[config.mk]
export PLATFORM = sky130hd
export DESIGN_NAME = scalru_fifo
export DESIGN_NICKNAME = d
export VERILOG_FILES = /design/src/rtl/scalru_pkg.sv /design/src/rtl/scalru_fifo.sv
export SDC_FILE = /design/constraint.sdc
export NUM_CORES = 1
export LEC_CHECK = 0
export BUFFER_PORTS_ARGS = -buffer_cell sky130_fd_sc_hd__buf_2
export CORE_ASPECT_RATIO = 0.6
export CORE_MARGIN = 2
export CORE_UTILIZATION = 33
export DETAILED_ROUTE_END_ITERATION = 6
export PLACE_DENSITY = 0.54
export SYNTH_ARGS = -nofsm -noshare
export SYNTH_HDL_FRONTEND = slang
export SYNTH_SLANG_ARGS = --single-unit
[constraint.sdc]
create_clock -name clock -period 4.65 [get_ports clock]
set_input_delay 0.2325 -clock clock [delete_from_list [all_inputs] [get_ports clock]]
set_output_delay 0.2325 -clock clock [all_outputs]
set_load 0.01 [all_outputs]
[src/rtl/scalru_pkg.sv]
// Shared types and codes for the set-associative LRU cache store.
// Used by every module of the block; depends on nothing.
`timescale 1ns / 1ps

package scalru_pkg;

   localparam int ADDR_BITS_DEF   = 48;
   localparam int BLOCK_BYTES_DEF = 64;
   localparam int SET_COUNT_DEF   = 256;
   localparam int WAYS_DEF        = 4;

   localparam int AGE_W   = 8;
   localparam int Q_DEPTH = 2;

   localparam logic [AGE_W-1:0] AGE_MAX = '1;

   localparam logic CMD_LOOKUP = 1'b0;
   localparam logic CMD_INSERT = 1'b1;

   typedef logic [1:0] kind_type;
   localparam kind_type KIND_MISS   = 2'd0;
   localparam kind_type KIND_HIT    = 2'd1;
   localparam kind_type KIND_COMMIT = 2'd2;

   typedef logic [1:0] op_type;
   localparam op_type OP_LOOKUP = 2'd0;
   localparam op_type OP_FILL   = 2'd1;
   localparam op_type OP_COMMIT = 2'd2;

   typedef struct packed {
      logic        cmd;
      logic [47:0] address;
      logic [2:0]  word_index;
      logic [63:0] word_data;
   } req_type;

   typedef struct packed {
      kind_type    kind;
      logic [9:0]  entry;
      logic [2:0]  out_word_index;
      logic [63:0] out_word;
      logic        last;
   } rsp_type;

   typedef struct packed {
      op_type  op;
      req_type req;
   } cmd_type;

   typedef struct packed {
      logic clearing;
   } be_status_type;

endpackage

[src/rtl/scalru_fifo.sv]
// Two-entry register queue of a flat payload.
// Parts the front from the back and the back from the result port; uses scalru_pkg.
`timescale 1ns / 1ps

module scalru_fifo
   import scalru_pkg::*;
#(
   parameter int W = 8
) (
   input  logic         clock,
   input  logic         reset,
   input  logic         push,
   input  logic [W-1:0] wdata,
   output logic         full,
   input  logic         pop,
   output logic [W-1:0] rdata,
   output logic         empty
);

   logic [W-1:0] mem_ff [Q_DEPTH];
   logic         wr_ff, wr_in, rd_ff, rd_in;
   logic [1:0]   cnt_ff, cnt_in;
   logic         do_push, do_pop;

   assign full    = (cnt_ff == 2'(Q_DEPTH));
   assign empty   = (cnt_ff == 2'd0);
   assign do_push = push && !full;
   assign do_pop  = pop && !empty;
   assign rdata   = mem_ff[rd_ff];

   always_comb begin
      wr_in  = do_push ? !wr_ff : wr_ff;
      rd_in  = do_pop ? !rd_ff : rd_ff;
      cnt_in = cnt_ff + 2'(do_push) - 2'(do_pop);
   end

   always_ff @(posedge clock) begin
      if (reset) begin
         wr_ff  <= 1'b0;
         rd_ff  <= 1'b0;
         cnt_ff <= 2'd0;
      end else begin
         wr_ff  <= wr_in;
         rd_ff  <= rd_in;
         cnt_ff <= cnt_in;
      end
   end

   always_ff @(posedge clock) begin
      if (do_push) begin
         mem_ff[wr_ff] <= wdata;
      end
   end

endmodule

# Yosys cells after proc, flatten, opt, wreduce, memory -nomap -nowiden
# Memories as Yosys holds them, arrays and structs flattened. A register that Yosys moved wholly into a read port is not among the register bits.
# Index checks and enable logic that the tools add are counted.
dict set report totals {
  mem_count 1
  mem_bits_rw 16
  inputBits 12
  reg_bits 4
}
# name words width read_ports rd_clocked_by_memory_dff write_ports line_no
set mem_list {}
lappend mem_list {mem_ff 2 8 1 1 1 scalru_fifo.sv:20} ;# logic [W-1:0] mem_ff [Q_DEPTH];
dict set report op_classes {
  n_eq_ne 1
  n_reduce_logical 7
  n_addsub 2
  mux 4
}
# cell count
set ops {}
lappend ops {{logical NOT 1 bit} 4}
lappend ops {{2-to-1 mux 1 bit} 4}
lappend ops {{adder 2 x 1 -> 2 bit} 1}
lappend ops {{equality test 2 bit (second input constant)} 1}
lappend ops {{logical AND 1 bit} 2}
lappend ops {{logical NOT 2 bit} 1}
lappend ops {{subtractor 2 x 1 -> 2 bit} 1}

# Logic depth before layout (Yosys ltp)
# Gate-level depths: netlist of the first run.
dict set report logic_depth {
  ltp_word 5
  depth_mapped 8
}

# Least setup slack after synthesis of the first run
# OpenSTA, ideal clock, no wires.
dict set report synth_timing {
  path_kind {register to register}
  start {register cnt_ff[1]}
  end {register cnt_ff[1]}
  required_time_ns 4.572
  setup_ns 0.078
  slack_ns 3.176
  path_stages_with_launch 8
  arrival_ns 1.396
  synth_period_minus_slack_ns 1.474
  cell_sequence {dfxtp_1 > o21a_2 > ha_1 > inv_1 > ha_1 > xor2_1 > and2_1 > nor3_1}
}
dict set report synth_between {
  elab_cells_between_ends 8
  classes_between {add/sub: 2; eq/ne: 1; reduce/logical: 5}
}
# item line_no
set synth_lines {}
lappend synth_lines {{start, declared} scalru_fifo.sv:22} ;# logic [1:0] cnt_ff, cnt_in;
lappend synth_lines {{start signal, assigned} scalru_fifo.sv:45} ;# cnt_ff <= cnt_in;
lappend synth_lines {{logical NOT 2 bit} scalru_fifo.sv:26} ;# assign empty = (cnt_ff == 2'd0);
lappend synth_lines {{logical NOT 1 bit} scalru_fifo.sv:28} ;# assign do_pop = pop && !empty;
lappend synth_lines {{logical AND 1 bit} scalru_fifo.sv:28}
lappend synth_lines {{net do_pop} scalru_fifo.sv:23} ;# logic do_push, do_pop;
lappend synth_lines {{subtractor 2 x 1 -> 2 bit} scalru_fifo.sv:34} ;# cnt_in = cnt_ff + 2'(do_push) - 2'(do_pop);
# The timed path passes the listed nets, and every way through them passes these cells.
# A chain may end at the register's enable or synchronous reset.

# Worst setup path after layout of the first run
dict set report layout_timing {
  start {register cnt_ff[0]}
  end {register cnt_ff[1]}
}
dict set report layout_between {
  elab_chain_len 5
  elab_cells_between_ends 8
  classes_between {add/sub: 2; eq/ne: 1; reduce/logical: 5}
}
# item line_no
set layout_rtl {}
lappend layout_rtl {{equality test 2 bit} scalru_fifo.sv:25} ;# assign full = (cnt_ff == 2'(Q_DEPTH));
lappend layout_rtl {{logical NOT 1 bit} scalru_fifo.sv:27} ;# assign do_push = push && !full;
lappend layout_rtl {{logical AND 1 bit} scalru_fifo.sv:27}
lappend layout_rtl {{adder 2 x 1 -> 2 bit} scalru_fifo.sv:34}
lappend layout_rtl {{subtractor 2 x 1 -> 2 bit *} scalru_fifo.sv:34}
# Mark *: on every way between the ends. The rest lies on a longest branch, timed or not.

==> qor.tcl, run 1 <==
set qor(clk_transition_reported_paths_ps) 70
set qor(synthesis.area_um2) 811
set qor(detailed_route_iter0_violations) 13
set qor(report.final.slew_viol_count) 0
set qor(stdcell_count) 106
set qor(die_width_um) 68.0
set qor(fin_setup_tns_ps) 0
set qor(post-route-worst-setup-slack_ps) 3060
set qor(finalCritPeriodShare_pct) 34.2
set qor(slew_headroom_pct) 74.2
set qor(setup.worst_path.class) {reg -> reg}
set qor(clock_sinks) 21
set qor(floorplan.die.height_um) 42.4
set qor(drive_gt1_share_pct) 40.8
set qor(synth_cells) 52
set qor(timing.critical_path.to_type) {flop}
set qor(leakage_nw) 0.410
set qor(insertion_delay_ps) 250
set qor(timing.critical_path.arrival_ps) 1780
set qor(initial_utilization_pct) 36.1
set qor(tritoncts_clock_tree) {done}
set qor(yosys_register_bits) 21
set qor(io-pin-count) 22
set qor(num-nets-final) 91
set qor(cts-buffers-inserted) 3
set qor(detail_route_antenna_nets) 0
set qor(floorplan.die_area_um2) 2880
set qor(total_power_mw) 0.535
set qor(post_synth_most_frequent_cells) {edfxtp_1, dfxtp_1, mux2_1, nor2_1}
set qor(finalWeightedCongestion) 0.636
set qor(h_tree_depth_reported_by_cts) 1
set qor(timing.reg2reg.setup_slack_ps) 3060
set qor(worst_slew_pin_slew_ps) 387
set qor(hold_path_class) {in -> reg}
set qor(max_cap_violations) 0
set qor(area_growth_syn_to_layout_pct) 22.5
set qor(synth_ff_type) {edfxtp_1}
set qor(synth.lib_cells_used.distinct) 21
set qor(place_worst_setup_slack_ps) 3080
set qor(placement_rows) 13
set qor(hold_buffers) 0
set qor(yosys.cell_count.top_type) {edfxtp_1}
set qor(clock_path_buffers) 2
set qor(detailedRoute.firstPassIterationCount) 2
set qor(crit_required_ps) 4830
set qor(synth_edf_count) 16
set qor(wl_mm) 1.25
set qor(postCtsResizedCells) 0
set qor(postSynthNetCount) 66
set qor(wl_per_cell_um) 11.8
set qor(dp_cells) 102
set qor(yosysSeqAreaShare_pct) 71.6
set qor(grt_util_all_layers_pct) 10.2
set qor(cts.repair_timing.setup_buffer_count) 0
set qor(remaining_drc_errors) 0
set qor(critical_path_maximum_fanout) 4
set qor(dp_hpwl_um) 952
set qor(antenna_cells_inserted) 0
set qor(power_density_nw_per_um2) 538
set qor(timing.final.setup_violations) 0
set qor(finalCriticalPeriod_ps) 1590
set qor(synth_area_per_cell_um2) 15.6
set qor(rsz_0062_raised_after_global_routing) {no}
set qor(critPathLaunchType) {flop}
set qor(synthTopCellsByArea) {edfxtp_1, dfxtp_1, mux2_1, mux2_2, ha_1}
set qor(final-hold-violation-count) 0
set qor(synthDominantCellAreaShare_pct) 59.3
set qor(max_clock_freq_mhz) 628
set qor(async_reset_ff_share_pct) 0
set qor(grt_start_max_net_pins) 12
set qor(worst_clock_skew_ps) 2.50
set qor(route.vias.total) 453
set qor(irDropWorstVdd_uv) 262
set qor(buffer_ports.inserted) 21
set qor(core_area_um2) 2240
set qor(yosys_warnings) 0
set qor(number_of_global_route_vias_before_repair) 426
set qor(post-synth-top-area-cell) {edfxtp_1}
set qor(grt_overflow) 0
set qor(avgViaCountPerCell) 4.27
set qor(grt_first_pass_wirelength_mm) 2.04
set qor(clock-root-buffer) {clkbuf_8}
set qor(status) {complete, no violations}
set qor(grt_antenna_before_repair) 0
set qor(hold-worst-slack_ps) 165
==> area by class of cell <==
class	instances	area, um^2
fill	211	1250
inverter	4	15.0
timing repair buffer	21	105
tap	30	37.5
sequential	21	581
clock buffer	4	45.0
multi-input combinational	26	210
==> power breakdown <==
part           internal, mW  total [mW]  switching [mW]
Combinational        0.0764       0.153          0.0768
Sequential            0.243       0.269          0.0259
Clock                0.0609       0.113          0.0520
Total                 0.380       0.535           0.155
==> kinds of logic (layout without fill, tap and decap cells) <==
logic type | after synthesis | in the layout | synth area share (%)
AOI/OAI and AO/OA | 3 | 3 | 2.31
xor gates and xnor gates | 2 | 2 | 2.16
adders and majority gates | 2 | 2 | 3.09
buffers and inverters | 5 | 29 | 2.47
DFF | 21 | 21 | 71.6
muxes | 8 | 8 | 11.1
and+or+nand+nor | 11 | 11 | 7.25
==> path summary, 6_finish.rpt <==
check	endpoint	startpoint	depth (start not counted)
max	cnt_ff[1]	cnt_ff[0]	8
max reg2reg	cnt_ff[1]	cnt_ff[0]	8
min reg2reg	wr_ff	wr_ff	2
min	mem_ff[1][6]	wdata[6]	1
==> metrics by stage <==
stage | cell area (um^2) | utilization [%]
CTS | 993 | 44.3
floorplan | 811 | -
global placement | 948 | 42.3
detailed placement | 948 | 42.3
finish | 993 | 44.3
global route | 993 | 44.3
==> registers in the layout (all words and copies together) (netlist names), named ones only <==
| signal | count |
|---|---|
| cnt_ff | 2 |
| mem_ff | 16 |
| rd_ff | 1 |
| wr_ff | 1 |
==> per-layer routing <==
layer	up-vias	global-route usage [%]	wire length [um]
met1	202	14.3	644
met2	16	13.4	507
met3	3	5.65	89
met5	-	0	0
li1	232	-	-
met4	0	2.40	10
==> cells in the final DEF, fill, tap and decap left out, types with 2 or more instances in the layout <==
cell / count
buf_2: 21
clkbuf_8: 3
dfxtp_1: 5
edfxtp_1: 16
ha_1: 2
inv_1: 3
mux2_1: 5
mux2_2: 3
nor2_1: 4
==> critical path, stage by stage (launching register included) <==
cell and delay, ps:
dfxtp_1 390, nand2b_2 170, nand2_1 70, ha_1 270, inv_1 40, ha_1 180
xor2_1 150, and2_1 150, nor3_1 110
Note: power is estimated with default switching activity, not from simulation.
==> inputs of run 2 (changes only) <==
--- a/config.mk
+++ b/config.mk
@@ -5,6 +5,7 @@
 export SDC_FILE = /design/constraint.sdc
 export NUM_CORES = 1
 export LEC_CHECK = 0
+export ABC_AREA = 1
 export BUFFER_PORTS_ARGS = -buffer_cell sky130_fd_sc_hd__buf_2
 export CORE_ASPECT_RATIO = 0.6
 export CORE_MARGIN = 2
==> constraint.sdc (replaced) <==
create_clock -name clock -period 1.5 [get_ports clock]
set_input_delay 0.075 -clock clock [delete_from_list [all_inputs] [get_ports clock]]
set_output_delay 0.075 -clock clock [all_outputs]
set_load 0.01 [all_outputs]
==> run 2 against run 1 <==
Worst hold slack got worse by 160 ps. Non-clock buffer count increased by 9. Sequential share of layout area decreased by 7.3 points. First-iteration DRC count increased by 120%. Sequential power increased to 3.1 times the previous value. Synthesized cell count increased by 23%. Critical path depth increased by 2. Cell area increased by 15%. Clock skew increased by 5.3 ps. Flip-flop and latch count unchanged. Critical path type unchanged. Highest routed layer unchanged.
==> qor.tcl, run 2 <==
set qor(status) {complete, no violations}
set qor(yosys.cell_count.top_type) {edfxtp_1}
set qor(synth_ff_type) {edfxtp_1}
set qor(synthDominantCellAreaShare_pct) 55.3 ;# -3.9 points
set qor(detailed_route_iter0_violations) 29 ;# +16
set qor(multi_input_comb_area_um2) 251 ;# +20%
set qor(critical_path_maximum_fanout) 3 ;# -1
set qor(tritoncts_clock_tree) {done}
set qor(number_of_flip_flops_in_the_largest_register) 16 ;# unchanged
set qor(mostFrequentLayoutCell) {buf_2}
set qor(yosys_register_bits) 21 ;# unchanged
set qor(core_area_um2) 2500 ;# +12%
set qor(mostFrequentLayoutCells) {buf_2, edfxtp_1, inv_1}
set qor(irDropWorstVdd_uv) 574 ;# +120%
set qor(worst_slew_pin_slew_ps) 336 ;# -51.2 ps
set qor(synthTopCellsByArea) {edfxtp_1, mux2_4, dfxtp_1, inv_1, nand2_1}
set qor(leakage_nw) 0.511 ;# +24%
set qor(placement_rows) 14 ;# +1
set qor(clock-root-buffer) {clkbuf_8}
set qor(synthesis.area_um2) 868 ;# +7.1%
set qor(finalCriticalPeriod_ps) 1420 ;# -176 ps
set qor(fin_setup_tns_ps) 0 ;# unchanged
set qor(floorplan.die.height_um) 43.7 ;# +3.2%
set qor(die_width_um) 70.2 ;# +3.3%
set qor(layout.core_utilization_pct) 45.8 ;# +1.5 points
set qor(register_area_um2) 586 ;# +0.86%
set qor(slew_headroom_pct) 77.6 ;# +3.4 points
set qor(crit-reg2reg-capture) {cnt_ff[1]}
set qor(hold_path_class) {in -> reg}
set qor(insertion_delay_ps) 260 ;# about the same
set qor(finish.instance_area_um2) 1150 ;# +15%
set qor(synth_cells) 64 ;# +23%
set qor(critPathLaunchType) {flop}
set qor(drive_gt1_share_pct) 46.4 ;# +5.6 points
set qor(grt_start_max_net_pins) 13 ;# +1
set qor(post_synth_most_frequent_cells) {edfxtp_1, inv_1, mux2_4, nand2_1, nor2_1}
set qor(report.final.slew_viol_count) 0 ;# unchanged
set qor(synth_edf_count) 16 ;# unchanged
set qor(power_density_nw_per_um2) 1610 ;# +200%
set qor(final-hold-violation-count) 0 ;# unchanged
set qor(yosysSeqAreaShare_pct) 66.9 ;# -4.7 points
set qor(detailedRoute.firstPassIterationCount) 4 ;# +2
set qor(grt_first_pass_wirelength_mm) 2.29 ;# +13%
set qor(grt_util_all_layers_pct) 10.8 ;# +0.60 points
set qor(post-synth-top-area-cell) {edfxtp_1}
set qor(buffer_ports.inserted) 21 ;# unchanged
set qor(avgViaCountPerCell) 4.13 ;# -3.3%
set qor(h_tree_depth_reported_by_cts) 1 ;# unchanged
set qor(timing.critical_path.to_type) {flop}
set qor(layout.filler_cells) 246 ;# +17%
set qor(setup.worst_path.class) {reg -> reg}
set qor(timing.reg2reg.setup_slack_ps) 80 ;# -2970 ps
set qor(finalWeightedCongestion) 0.800 ;# +26%
set qor(post_dp_cell_area_um2) 1020 ;# +8.0%
set qor(synth_area_per_cell_um2) 13.6 ;# -13%
set qor(clock_sinks) 21 ;# unchanged
set qor(worstRegToRegCells) 10 ;# +2
set qor(max_flop_register) {mem_ff}
set qor(grt_antenna_before_repair) 0 ;# unchanged
set qor(clock_path_buffers) 2 ;# unchanged
set qor(number_of_global_route_vias_before_repair) 541 ;# +27%
set qor(initial_utilization_pct) 34.7 ;# -1.5 points
set qor(biggestRegsByFlops) {mem_ff x16, cnt_ff x2}
set qor(max_clock_freq_mhz) 706 ;# +12%
set qor(antenna_cells_inserted) 0 ;# unchanged
set qor(crit_end) {cnt_ff[1]}
set qor(clk_transition_reported_paths_ps) 80 ;# about the same
set qor(cts-buffers-inserted) 3 ;# unchanged
set qor(timing.final.setup_violations) 0 ;# unchanged
set qor(route.vias.total) 533 ;# +18%
set qor(postSynthNetCount) 78 ;# +18%
set qor(dp_hpwl_mm) 1.03 ;# +8.2%
set qor(async_reset_ff_share_pct) 0 ;# unchanged
set qor(max_cap_violations) 0 ;# unchanged
set qor(rsz_0062_raised_after_global_routing) {no}
set qor(wl_per_cell_um) 11.0 ;# -7.0%
set qor(total_power_mw) 1.85 ;# +250%
set qor(r2r_start) {cnt_ff[0]}
set qor(area_growth_syn_to_layout_pct) 32.0
set qor(io-pin-count) 22 ;# unchanged
set qor(floorplan.die_area_um2) 3070 ;# +6.6%
set qor(timing_startpoint_of_the_critical_path) {cnt_ff[0]}
set qor(detail_route_antenna_nets) 0 ;# unchanged
set qor(crit_required_ps) 1660 ;# -3170 ps
set qor(grt_overflow) 0 ;# unchanged
set qor(wl_mm) 1.42 ;# +13%
set qor(worst_clock_skew_ps) 7.78 ;# +5.28 ps
set qor(finalCritPeriodShare_pct) 94.4 ;# +60 points
set qor(timing.critical_path.arrival_ps) 1570 ;# -210 ps
set qor(yosys_warnings) 0 ;# unchanged
set qor(synth.lib_cells_used.distinct) 11 ;# -48%
set qor(remaining_drc_errors) 0 ;# unchanged
set qor(num-nets-final) 112 ;# +23%
==> run 2: changes by cell type in the layout (fill, tap and decap cells not counted), sizes merged, moves of 3 or more <==
cell | before | now
buf | 21 | 25
dlygate4sd3 | 0 | 5
inv | 4 | 10
nand2 | 1 | 8
nand3 | 0 | 3
nor2 | 4 | 9
==> run 2: cells by family (layout without fill, tap and decap cells) <==
group / after synthesis / after routing / synth area share, %
buffers and inverters: 11 / 44 / 5.62
DFF: 21 / 21 / 66.9
and+or+nand+nor: 20 / 20 / 9.65
adders and majority gates: 2 / 2 / 2.88
AOI/OAI and AO/OA: 2 / 2 / 1.15
muxes: 8 / 8 / 13.8
==> run 2: repair_timing <==
| item | CTS | global route |
|---|---|---|
| hold buffers | 4 | 1 |
| setup buffers | 0 | 1 |
| gates resized for setup | 1 | 7 |
| hold endpoints to repair | 6 | 2 |
| cloned | 0 | 0 |
| pin swaps | 0 | 4 |
| endpoints found under the setup margin | 1 | 1 |
==> run 2: worst min-delay path by stage <==
stage | from | to | slack (ps) | cells after the start
2_1_floorplan | reset | cnt_ff[0] | 150 | 1
5_1_grt | wdata[7] | mem_ff[0][7] | 2 | 1
6_report | wdata[0] | mem_ff[1][0] | 8 | 1
4_1_cts | wdata[6] | mem_ff[1][6] | 2 | 1
3_5_place_dp | reset | cnt_ff[0] | 260 | 2
3_3_place_gp | reset | cnt_ff[0] | 250 | 2
==> run 2: critical path, cell delays in order, from the launching register on <==
cell	delay (ps)
dfxtp_4	370
inv_2	50
nand2_2	60
nand2_2	50
ha_1	270
inv_1	40
ha_2	180
inv_1	50
nand2_1	50
a21oi_1	140
nor2_1	60
==> run 2: metrics by stage <==
stage	hold WS [ps]	cells	setup WS, ps
2_1_floorplan	146	64	71.7
3_3_place_gp	249	119	64.6
6_report	7.64	129	84.6
3_5_place_dp	263	119	-35.0
5_1_grt	1.84	129	1.88
4_1_cts	2.43	127	11.8
==> run 2: routing by layer <==
layer,wire length [um],vias up,global-route usage [%]
li1,-,277,-
met2,689,14,18.9
met1,624,238,11.1
met3,62,4,4.19
met4,38,0,6.92
met5,0,-,0
==> run 2: layout make-up <==
cell class                 count  share of cell area, %
timing repair buffer          30                   16.2
tap                           32                   3.49
inverter                      10                   3.28
multi-input combinational     32                   21.9
sequential                    21                   51.1
clock inverter                 1                  0.437
clock buffer                   3                   3.60
==> run 2: where the power goes <==
group	internal, mW	total, mW	switching (mW)	leakage, nW
registers	0.760	0.823	0.0624	0.192
logic	0.339	0.666	0.327	0.294
clock network	0.185	0.358	0.173	0.0255
total	1.28	1.85	0.563	0.511
